**config.mk**
```make
export PLATFORM = sky130hd
export DESIGN_NAME = step_pulse_rate_calculator
export DESIGN_NICKNAME = d
export VERILOG_FILES = /design/src/rtl/spr_pkg.sv /design/src/rtl/step_pulse_rate_calculator.sv
export SDC_FILE = /design/constraint.sdc
export NUM_CORES = 1
export LEC_CHECK = 0
export BUFFER_PORTS_ARGS = -buffer_cell sky130_fd_sc_hd__buf_4
export CAP_MARGIN = 20
export CELL_PAD_IN_SITES_DETAIL_PLACEMENT = 1
export CELL_PAD_IN_SITES_GLOBAL_PLACEMENT = 1
export CORE_MARGIN = 1.5
export CORE_UTILIZATION = 40
export DETAILED_ROUTE_END_ITERATION = 8
export PLACE_DENSITY = 0.69
export SLEW_MARGIN = 40
export SYNTH_ARGS = -nofsm -noshare
export SYNTH_HDL_FRONTEND = slang
export SYNTH_SLANG_ARGS = --single-unit
```
**constraint.sdc**
```tcl
create_clock -name clk -period 2.8 [get_ports clk]
set_input_delay 0.28 -clock clk [delete_from_list [all_inputs] [get_ports clk]]
set_output_delay 0.28 -clock clk [all_outputs]
set_load 0.005 [all_outputs]
```
**src/rtl/spr_pkg.sv**
```systemverilog
`timescale 1ns / 1ps
// ----------------------------------------------------------------------------
// Step pulse rate calculator package
// Shared constants, register indexes and the microcode program of the
// sequencer that controls the divider datapath.
// ----------------------------------------------------------------------------
package spr_pkg;

    // Default values of the top-level parameters.
    localparam int MAX_CHANNELS_DEF  = 8;
    localparam int FRACTION_BITS_DEF = 15;

    // Field widths fixed by the interface.
    localparam int STEP_W    = 17;
    localparam int COUNT_W   = 16;
    localparam int PERIOD_W  = 16;
    localparam int FRAC_W    = 15;
    localparam int CHAN_W    = 3;
    localparam int DIR_W     = 8;
    localparam int TICKS_W   = 24;
    localparam int FRAME_W   = 4;
    localparam int CFG_IDX_W = 1;
    localparam int CFG_DAT_W = 24;

    // Limits of the result fields.
    localparam logic [COUNT_W-1:0]  COUNT_LIMIT  = 16'hFFFF;
    localparam logic [PERIOD_W-1:0] PERIOD_LIMIT = 16'hFFFF;
    localparam logic [FRAC_W-1:0]   FRAC_LIMIT   = 15'h7FFF;

    // Reset values of the configuration registers.
    localparam logic [TICKS_W-1:0] PERIOD_TICKS_RST   = 24'd33750;
    localparam logic [FRAME_W-1:0] FRAME_CHANNELS_RST = 4'd8;

    // Configuration register indexes.
    localparam logic [CFG_IDX_W-1:0] REG_PERIOD_TICKS   = 1'b0;
    localparam logic [CFG_IDX_W-1:0] REG_FRAME_CHANNELS = 1'b1;

    // Microcode program counter width.
    localparam int PC_W = 2;

    // Datapath operations.
    localparam logic [1:0] OP_NOP    = 2'd0;
    localparam logic [1:0] OP_LOAD   = 2'd1;
    localparam logic [1:0] OP_DIV    = 2'd2;
    localparam logic [1:0] OP_RESULT = 2'd3;

    // Jump conditions.
    localparam logic [2:0] COND_NEVER    = 3'd0;
    localparam logic [2:0] COND_NO_INPUT = 3'd1;
    localparam logic [2:0] COND_ZERO     = 3'd2;
    localparam logic [2:0] COND_LOOP     = 3'd3;
    localparam logic [2:0] COND_OUT_BUSY = 3'd4;

    // Program addresses.
    localparam logic [PC_W-1:0] PC_WAIT   = 2'd0;
    localparam logic [PC_W-1:0] PC_CHECK  = 2'd1;
    localparam logic [PC_W-1:0] PC_DIVIDE = 2'd2;
    localparam logic [PC_W-1:0] PC_FINISH = 2'd3;

    // One control word of the sequencer.
    typedef struct packed {
        logic [1:0]      op;
        logic [2:0]      cond;
        logic [PC_W-1:0] target;
    } ucode_word_t;

    // Microcode program. A taken jump goes to target, else the program
    // counter advances by one and wraps from the last word to the first.
    function automatic ucode_word_t ucode_rom(input logic [PC_W-1:0] pc);
        ucode_word_t w;
        unique case (pc)
            PC_WAIT:   w = '{op: OP_LOAD,   cond: COND_NO_INPUT, target: PC_WAIT};
            PC_CHECK:  w = '{op: OP_NOP,    cond: COND_ZERO,     target: PC_FINISH};
            PC_DIVIDE: w = '{op: OP_DIV,    cond: COND_LOOP,     target: PC_DIVIDE};
            PC_FINISH: w = '{op: OP_RESULT, cond: COND_OUT_BUSY, target: PC_FINISH};
            default:   w = '{op: OP_NOP,    cond: COND_NEVER,    target: PC_WAIT};
        endcase
        return w;
    endfunction

endpackage

```
**src/rtl/step_pulse_rate_calculator.sv**
```systemverilog
`timescale 1ns / 1ps
// ----------------------------------------------------------------------------
// Step pulse rate calculator
// Turns signed per-channel step counts into pulse periods with a fraction,
// using a restoring divider under control of a small microcode program.
// ----------------------------------------------------------------------------
// Usage:
// Each transfer on the input channel (in_valid, in_stall, step_count) carries
// the signed step count of the next channel of a frame. Each input gives one
// transfer on the output channel (out_valid, out_stall and the result fields).
// The tick period divided by the count magnitude yields the pulse period and
// FRACTION_BITS fraction bits; direction bits of the frame appear on the
// result flagged frame_last.
// Timing: the divider retires one quotient bit per cycle, 24 + FRACTION_BITS
// bits in all. One item is in work at a time; the next input is taken in the
// cycle after the result is registered, even while that result is still held
// by a stalled receiver. A stalled receiver holds the output register steady;
// the sequencer then waits in its last step with the next result until the
// register frees up. Reset restores period_ticks to 33750 and frame_channels
// to 8 and starts at channel 0 with no direction bits. The config port
// (cfg_write, cfg_index, cfg_data) must be written only while the block is
// idle; the block itself does not enforce this.
// ----------------------------------------------------------------------------
module step_pulse_rate_calculator
    import spr_pkg::*;
#(
    parameter int MAX_CHANNELS  = MAX_CHANNELS_DEF,
    parameter int FRACTION_BITS = FRACTION_BITS_DEF
)
(
    input  logic                        clk,
    input  logic                        rst_n,

    input  logic                        cfg_write,
    input  logic [CFG_IDX_W-1:0]        cfg_index,
    input  logic [CFG_DAT_W-1:0]        cfg_data,

    input  logic                        in_valid,
    output logic                        in_stall,
    input  logic signed [STEP_W-1:0]    step_count,

    output logic                        out_valid,
    input  logic                        out_stall,
    output logic [CHAN_W-1:0]           channel,
    output logic [COUNT_W-1:0]          pulse_count,
    output logic [PERIOD_W-1:0]         pulse_period,
    output logic [FRAC_W-1:0]           period_fraction,
    output logic                        period_saturated,
    output logic [DIR_W-1:0]            direction_bits,
    output logic                        frame_last
);

    // Dividend width, loop counter width and fraction compare width.
    localparam int DVD_W = TICKS_W + FRACTION_BITS;
    localparam int CNT_W = $clog2(DVD_W);
    localparam int FPW   = (FRACTION_BITS > FRAC_W) ? FRACTION_BITS : FRAC_W;
    localparam logic [CNT_W-1:0]   LAST_STEP = CNT_W'(DVD_W - 1);
    localparam logic [FRAME_W-1:0] MAX_LEN   = FRAME_W'(MAX_CHANNELS);

    // Configuration registers.
    logic [TICKS_W-1:0] period_ticks_reg;
    logic [FRAME_W-1:0] frame_channels_reg;

    // Sequencer and datapath registers.
    logic [PC_W-1:0]    pc_reg, pc_next;
    logic [CNT_W-1:0]   cnt_reg;
    logic [DVD_W-1:0]   dvd_reg;
    logic [COUNT_W-1:0] rem_reg;
    logic [COUNT_W-1:0] mag_reg;
    logic               neg_reg;
    logic [CHAN_W-1:0]  chan_reg;
    logic [DIR_W-1:0]   dir_acc_reg;

    // Output register.
    logic                out_valid_reg;
    logic [CHAN_W-1:0]   channel_reg;
    logic [COUNT_W-1:0]  pulse_count_reg;
    logic [PERIOD_W-1:0] pulse_period_reg;
    logic [FRAC_W-1:0]   period_fraction_reg;
    logic                period_saturated_reg;
    logic [DIR_W-1:0]    direction_bits_reg;
    logic                frame_last_reg;

    ucode_word_t        uword;
    logic               cond_true;
    logic               in_take;
    logic               out_busy;
    logic               result_en;
    logic [STEP_W-1:0]  raw_mag;
    logic [COUNT_W-1:0] in_mag;
    logic [COUNT_W:0]   trial;
    logic [COUNT_W:0]   diff;
    logic               quot_bit;
    logic               sat;
    logic [FPW-1:0]     frac_ext;
    logic [FRAC_W-1:0]  frac_val;
    logic [FRAME_W-1:0] len_eff;
    logic               last;
    logic [DIR_W-1:0]   dir_next;

    // Fetch the control word and evaluate its jump condition.
    assign uword    = ucode_rom(pc_reg);
    assign in_stall = (uword.op != OP_LOAD);
    assign in_take  = in_valid && !in_stall;
    assign out_busy = out_valid_reg && out_stall;

    always_comb
    begin
        case (uword.cond)
            COND_NO_INPUT: cond_true = !in_valid;
            COND_ZERO:     cond_true = (mag_reg == '0);
            COND_LOOP:     cond_true = (cnt_reg != LAST_STEP);
            COND_OUT_BUSY: cond_true = out_busy;
            default:       cond_true = 1'b0;
        endcase
    end

    assign pc_next   = cond_true ? uword.target : pc_reg + 1'b1;
    assign result_en = (uword.op == OP_RESULT) && !out_busy;

    // Magnitude of the incoming count, clamped to 16 bits.
    assign raw_mag = step_count[STEP_W-1] ? (~step_count + 1'b1) : step_count;
    assign in_mag  = raw_mag[STEP_W-1] ? COUNT_LIMIT : raw_mag[COUNT_W-1:0];

    // One restoring divide step.
    assign trial    = {rem_reg, dvd_reg[DVD_W-1]};
    assign diff     = trial - {1'b0, mag_reg};
    assign quot_bit = !diff[COUNT_W];

    // Result formatting from the finished quotient.
    assign sat      = |dvd_reg[DVD_W-1:FRACTION_BITS+PERIOD_W];
    assign frac_ext = FPW'(dvd_reg[FRACTION_BITS-1:0]);
    assign frac_val = (frac_ext > FPW'(FRAC_LIMIT)) ? FRAC_LIMIT : frac_ext[FRAC_W-1:0];

    // Frame length clamp and end-of-frame detection.
    always_comb
    begin
        if (frame_channels_reg == '0)
        begin
            len_eff = FRAME_W'(1);
        end
        else if (frame_channels_reg > MAX_LEN)
        begin
            len_eff = MAX_LEN;
        end
        else
        begin
            len_eff = frame_channels_reg;
        end
    end

    assign last     = (FRAME_W'(chan_reg) >= (len_eff - 1'b1));
    assign dir_next = dir_acc_reg | (DIR_W'(neg_reg) << chan_reg);

    // Configuration writes.
    always_ff @(posedge clk or negedge rst_n)
    begin
        if (!rst_n)
        begin
            period_ticks_reg   <= PERIOD_TICKS_RST;
            frame_channels_reg <= FRAME_CHANNELS_RST;
        end
        else if (cfg_write)
        begin
            unique case (cfg_index)
                REG_PERIOD_TICKS:   period_ticks_reg   <= cfg_data[TICKS_W-1:0];
                REG_FRAME_CHANNELS: frame_channels_reg <= cfg_data[FRAME_W-1:0];
                default:            ;
            endcase
        end
    end

    // Sequencer control state: program counter, frame position, direction bits, output valid.
    always_ff @(posedge clk or negedge rst_n)
    begin
        if (!rst_n)
        begin
            pc_reg        <= PC_WAIT;
            chan_reg      <= '0;
            dir_acc_reg   <= '0;
            out_valid_reg <= 1'b0;
        end
        else
        begin
            pc_reg <= pc_next;
            if (result_en)
            begin
                out_valid_reg <= 1'b1;
                if (last)
                begin
                    chan_reg    <= '0;
                    dir_acc_reg <= '0;
                end
                else
                begin
                    chan_reg    <= chan_reg + 1'b1;
                    dir_acc_reg <= dir_next;
                end
            end
            else if (out_valid_reg && !out_stall)
            begin
                out_valid_reg <= 1'b0;
            end
        end
    end

    // Divider datapath.
    always_ff @(posedge clk)
    begin
        if (in_take)
        begin
            dvd_reg <= {period_ticks_reg, {FRACTION_BITS{1'b0}}};
            rem_reg <= '0;
            cnt_reg <= '0;
            mag_reg <= in_mag;
            neg_reg <= step_count[STEP_W-1];
        end
        else if (uword.op == OP_DIV)
        begin
            dvd_reg <= {dvd_reg[DVD_W-2:0], quot_bit};
            rem_reg <= quot_bit ? diff[COUNT_W-1:0] : trial[COUNT_W-1:0];
            cnt_reg <= cnt_reg + 1'b1;
        end
    end

    // Output register load.
    always_ff @(posedge clk)
    begin
        if (result_en)
        begin
            channel_reg     <= chan_reg;
            pulse_count_reg <= mag_reg;
            frame_last_reg  <= last;
            direction_bits_reg <= last ? dir_next : '0;
            if (mag_reg == '0)
            begin
                pulse_period_reg     <= '0;
                period_fraction_reg  <= '0;
                period_saturated_reg <= 1'b0;
            end
            else if (sat)
            begin
                pulse_period_reg     <= PERIOD_LIMIT;
                period_fraction_reg  <= FRAC_LIMIT;
                period_saturated_reg <= 1'b1;
            end
            else
            begin
                pulse_period_reg     <= dvd_reg[FRACTION_BITS+PERIOD_W-1:FRACTION_BITS];
                period_fraction_reg  <= frac_val;
                period_saturated_reg <= 1'b0;
            end
        end
    end

    assign out_valid        = out_valid_reg;
    assign channel          = channel_reg;
    assign pulse_count      = pulse_count_reg;
    assign pulse_period     = pulse_period_reg;
    assign period_fraction  = period_fraction_reg;
    assign period_saturated = period_saturated_reg;
    assign direction_bits   = direction_bits_reg;
    assign frame_last       = frame_last_reg;

endmodule

```
==> results of run 1 <==
logic make-up (layout without fill, tap and decap cells):
| family | count (synthesis) | count (layout) | share of synthesized area (%) |
|---|---|---|---|
| flops | 180 | 180 | 58.1 |
| xor+xnor | 30 | 30 | 3.34 |
| compound gates | 148 | 148 | 11.6 |
| mux | 45 | 45 | 5.83 |
| simple gates | 237 | 237 | 13.1 |
| fa+ha+maj | 31 | 31 | 4.75 |
| buf+inv | 71 | 198 | 3.34 |
per-stage QoR:
step / total power [mW] / util (%) / hold slack [ns]
after floorplan: 6.64 / - / -0.0156
after global placement: 7.82 / 46.7 / 0.307
after detailed placement: 8.04 / 46.7 / 0.317
after CTS: 10.4 / 49.6 / 0.0597
after global routing: 11.1 / 49.8 / 0.0605
final: 10.4 / 49.8 / 0.0714
power groups by stage:
stage / sequential, mW / clock, mW / combinational, mW
2_1_floorplan: 4.17 / 0 / 2.47
3_3_place_gp: 4.32 / 0 / 3.50
3_5_place_dp: 4.36 / 0 / 3.67
4_1_cts: 4.32 / 2.37 / 3.73
5_1_grt: 4.41 / 2.46 / 4.18
6_report: 4.32 / 2.33 / 3.73
cell type report:
cell class                      count  area (sq um)
Clock buffer                       17           425
Clock inverter                     15           149
Fill cell                        2240         10200
Inverter                           37           139
Multi-Input combinational cell    491          3240
Sequential cell                   180          4840
Tap cell                          270           338
Timing Repair Buffer              129           971
repair_timing:
item | 4_1_cts | 5_1_grt
gates resized for setup | 1 | 2
hold buffers | 1 | 0
setup endpoints to repair | 3 | 16
setup buffers | 0 | 2
pin swaps | 0 | 1
endpoints found under the hold margin | 33 | 0
metal layers:
layer	routed length, um	vias to the layer above	part of all wire (%)
li1	-	2883	-
met5	0	-	0
met3	580	28	2.8
met1	8640	3014	42
met2	10800	99	53
met4	373	0	1.8
critical path, stage by stage, from the launching register on:
cell	delay, ns
edfxtp_1	0.45
inv_1	0.09
ha_1	0.17
inv_1	0.06
fa_1	0.41
nand3_1	0.11
a21oi_1	0.11
nor2_2	0.13
o221a_4	0.25
xor2_2	0.22
buf_4	0.21
nand4_1	0.11
o311ai_0	0.13
cells in the final DEF, fill, tap and decap left out, types with 28 or more instances in the layout:
cell | netlist | routed
mux2_2 | 28 | 28
a21o_1 | 36 | 36
nand2_1 | 108 | 108
nor2_1 | 52 | 51
o21ai_0 | 30 | 30
ha_1 | 30 | 29
buf_4 | 0 | 128
dfrtp_1 | 33 | 33
edfxtp_1 | 101 | 101
inv_1 | 37 | 35
nand3_1 | 29 | 29
dfxtp_1 | 37 | 37
worst min-delay path by stage:
stage | start | endpoint | slack [ns] | cells past startpoint
after global placement | rst_n | period_ticks_reg[10] | 0.31 | 1
after detailed placement | rst_n | period_ticks_reg[10] | 0.32 | 1
final | cfg_data[22] | period_ticks_reg[22] | 0.07 | 2
after floorplan | rst_n | chan_reg[0] | -0.02 | 0
after global routing | cfg_data[20] | period_ticks_reg[20] | 0.06 | 2
after CTS | cfg_data[22] | period_ticks_reg[22] | 0.06 | 2
==> qor.txt, run 1 <==
minimum clock period - 2.57 ns
crit path DAT - 2.88 ns
Overflow after GRT - 0
CP startpoint - dvd_reg[38]
DR vias - 6024
final count of negative-setup-slack endpoints - 0
Residual DRC - 0
final hold violation count - 0
nets - 934
internal power - 6.51 mW
Netlist cell types - 58
Num CTS Buffers - 17
worst-skew pair later-pin latency - 0.44 ns
met2 usage - 35.7%
detail-routed net length per standard cell - 17.9 um
Max H-tree Level - 4
die height - 147 um
slew margin rel. - 48.0%
Boundary Pins - 109
GRT met3 Usage - 3.42%
Setup Skew - 0.0103 ns
P&R area growth vs syn - 21.3%
Worst setup endpoint - rem_reg[7]
Worst Tran Pin Value - 0.778 ns
vias in the first global route - 6477
post-synth top area share - 36.4%
grt peak-use layer - met2
dpl cells - 1104
cell count after synthesis - 742
internal reg-to-reg setup slack - 0.23 ns
overall global routing resource usage - 19.7%
cells on worst reg2reg path - 12
first-pass GRT wire length - 33300 um
synthesized cell area - 8330 sq um
routed vias/inst - 5.29
port bufs - 108
Placed Area - 9480 sq um
synth warn - 0
max FFs per register - 39
largest net degree at the start of global routing - 47
share of power burned in registers - 41.6%
post-detailed-route count of antenna-violating nets - 0
Setup Crit Path Kind - reg -> reg
Final Cell Area - 10100 sq um
pwr dens - 1030 nW/um^2
Reg clk slew, reported paths - 0.07 ns
largest area contributor in the netlist - edfxtp_1
Sw Share - 37.2%
share of cells above drive strength 1 - 24.2%
Cell Count, Final, Fillers Out - 1139
critical path endpoint category - register
Peak VDD IR - 0.000476 V
static leakage - 4.11 nW
setup TNS - 0 ns
clock share of power - 22.4%
Die Area - 21700 sq um
Initial Utilization - 41.0%
RSZ-0062 raised after global routing - false
CTS tree - yes
CTS sink count - 180
P_sw - 3.86 mW
row cnt - 52
Top FF cell, synth - edfxtp_1
final worst slack - 0.234 ns
met1 Usage GRT - 23.5%
post-synth net total - 820
origin of the critical flop-to-flop path - dvd_reg[38]
syn_area_per_cell - 11.2 sq um
Max Fclk - 390 MHz
Root Driver - clkbuf_16
RR Endpoint - rem_reg[7]
Worst Setup Start Kind - register
Async SR Flop Fraction - 23.3%
Max clock buf depth - 2
die width - 147 um
status - finished clean
DR iter-0 viols - 262
Max-Cap Viols - 0
core area - 20300 sq um
Critical Path Fanout Max - 9
pins over their slew limit - 0
CP Data Required Time - 3.12 ns
final WL - 20400 um
Yosys reg bits - 180
Antenna Cells - 0
top cells by area, synth - edfxtp_1, dfrtp_1, dfxtp_1
sequential share of the synthesized area - 58.1%
top-count cell post-synth - nand2_1
setup slack at placement - -0.0468 ns
ratio of final minimum period to clock period - 91.7%
Initial DRT Pass Iterations - 4
synth cell count leaders - nand2_1, edfxtp_1, nor2_1
worst min-delay path class - in -> reg
dpl hpwl - 14800 um
initial antenna violation count - 0
GPL Wtd Cong - 0.898
Post-synth EDFFs - 101
combinational share of power - 36.0%
No activity file was read; power rests on OpenSTA's default activity.
==> run 2: changes to the inputs <==
--- a/config.mk
+++ b/config.mk
@@ -13,7 +13,6 @@
 export CORE_UTILIZATION = 40
 export DETAILED_ROUTE_END_ITERATION = 8
 export PLACE_DENSITY = 0.69
-export SLEW_MARGIN = 40
 export SYNTH_ARGS = -nofsm -noshare
 export SYNTH_HDL_FRONTEND = slang
 export SYNTH_SLANG_ARGS = --single-unit
==> constraint.sdc (replaced) <==
create_clock -name clk -period 2.8 [get_ports clk]
set_input_delay 0.14 -clock clk [delete_from_list [all_inputs] [get_ports clk]]
set_output_delay 0.14 -clock clk [all_outputs]
set_load 0.005 [all_outputs]
==> qor.txt, run 2 (synthesis results as in run 1) <==
nets - 961
Initial DRT Pass Iterations - 4
ratio of final minimum period to clock period - 93.2%
P&R area growth vs syn - 24.7%
CTS sink count - 180
Num CTS Buffers - 17
final hold violation count - 0
Max clock buf depth - 2
setup TNS - 0 ns
GPL Wtd Cong - 0.886
first-pass GRT wire length - 33800 um
internal reg-to-reg setup slack - 0.19 ns
static leakage - 4.24 nW
dpl hpwl - 14600 um
CTS tree - yes
CP Data Required Time - 3.13 ns
crit path DAT - 2.94 ns
Crit path max-delay family - compound AO/OA/AOI/OAI gates
Residual DRC - 0
Final Cell Area - 10400 sq um
Die Area - 21700 sq um
critical path endpoint category - register
Peak VDD IR - 0.000500 V
cells on worst reg2reg path - 8
die height - 147 um
RSZ-0062 raised after global routing - false
Setup Crit Path Kind - reg -> reg
DR iter-0 viols - 265
final WL - 20800 um
detail-routed net length per standard cell - 17.9 um
Reg clk slew, reported paths - 0.07 ns
crit-path cells - inv_1 > ha_1 > a2111o_1 > o21ai_0 > nor2b_1 > xnor2_1 > mux2i_1 > a211oi_1
Max Fclk - 383 MHz
final count of negative-setup-slack endpoints - 0
slowest CP cell - a2111o_1
routed vias/inst - 5.27
share of cells above drive strength 1 - 23.8%
CP startpoint - mag_reg[6]
Initial Utilization - 41.0%
Worst setup endpoint - rem_reg[11]
Worst Tran Pin Value - 0.650 ns
Max-Cap Viols - 0
row cnt - 52
P_sw - 3.89 mW
largest net degree at the start of global routing - 47
fill cell count - 2179
status - finished clean
dpl cells - 1105
Sw Share - 37.1%
worst-skew pair later-pin latency - 0.44 ns
overall global routing resource usage - 20.0%
slowest stage delay, CP - 0.47 ns
commonest non-fill, non-tap cells in the layout - buf_4, nand2_1, edfxtp_1, nor2_1, dfxtp_1
Setup Skew - 0.0149 ns
die width - 147 um
core area - 20300 sq um
pwr dens - 1010 nW/um^2
Overflow after GRT - 0
RR Endpoint - rem_reg[11]
Antenna Cells - 0
pins over their slew limit - 0
commonest non-fill, non-tap cell in the layout - buf_4
origin of the critical flop-to-flop path - mag_reg[6]
minimum clock period - 2.61 ns
Cell Count, Final, Fillers Out - 1166
FF+latch area - 4840 sq um
Tot Pwr - 10.5 mW
port bufs - 108
initial antenna violation count - 0
worst min-delay path class - in -> reg
Critical Path Fanout Max - 6
Max H-tree Level - 4
Buf+Inv Stages, Crit Path - 1
post-layout util - 51.1%
Worst Setup Start Kind - register
DR vias - 6149
slew margin rel. - 56.6%
vias in the first global route - 6544
Root Driver - clkbuf_16
multi-input logic area - 3250 sq um
internal power - 6.61 mW
post-detailed-route count of antenna-violating nets - 0
Boundary Pins - 109
max FFs per register - 39
Crit. path cell count - 8
combinational share of power - 36.5%
share of power burned in registers - 41.0%
Placed Area - 9490 sq um
clock share of power - 22.5%
-- run 2: how the worst min path moves through the flow --
| stage | depth (start not counted) | end | slack [ns] | from |
|---|---|---|---|---|
| floorplan | 0 | chan_reg[0] | -0.16 | rst_n |
| global placement | 1 | period_ticks_reg[10] | 0.17 | rst_n |
| detailed placement | 1 | period_ticks_reg[10] | 0.18 | rst_n |
| CTS | 2 | mag_reg[15] | 0.01 | step_count[15] |
| global route | 2 | mag_reg[15] | 0.02 | step_count[15] |
| finish | 2 | mag_reg[15] | 0.02 | step_count[15] |
-- run 2: repair_timing --
action,4_1_cts,5_1_grt
setup endpoints to repair,1,11
resized for setup,1,4
hold buffers,26,0
buffers inserted,0,3
pin swaps,0,2
endpoints found under the hold margin,62,0
-- run 2: through the flow --
| stage | worst slack [ns] | hold slack, ns |
|---|---|---|
| floorplan | 0.301 | -0.156 |
| global placement | 0.140 | 0.166 |
| detailed placement | 0.0281 | 0.181 |
| CTS | 0.0814 | 0.0102 |
| global route | 0.0213 | 0.0163 |
| finish | 0.189 | 0.0240 |
-- run 2: final cells by class --
class                           instances  area share (%)
Clock inverter                         13            1.34
Multi-Input combinational cell        491            31.3
Tap cell                              270            3.25
Timing Repair Buffer                  156            11.9
Sequential cell                       180            46.6
Inverter                               37            1.34
Clock buffer                           19            4.27
-- run 2: power groups by stage --
stage	Clock [mW]	Sequential [mW]	Combinational, mW
2_1_floorplan	0	4.17	2.47
3_3_place_gp	0	4.32	3.52
3_5_place_dp	0	4.36	3.67
4_1_cts	2.42	4.31	3.78
5_1_grt	2.52	4.39	4.26
6_report	2.37	4.31	3.83
-- run 2: per-layer routing --
metal  share of wire (%)  GRT usage, %  routed length (um)  up-vias
li1                    -             -                   -     2934
met1                  43          24.2                9040     3074
met2                  52          35.3               10800      111
met3                 2.9          3.73                 607       30
met4                 2.1          7.30                 437        0
met5                   0             0                   0        -
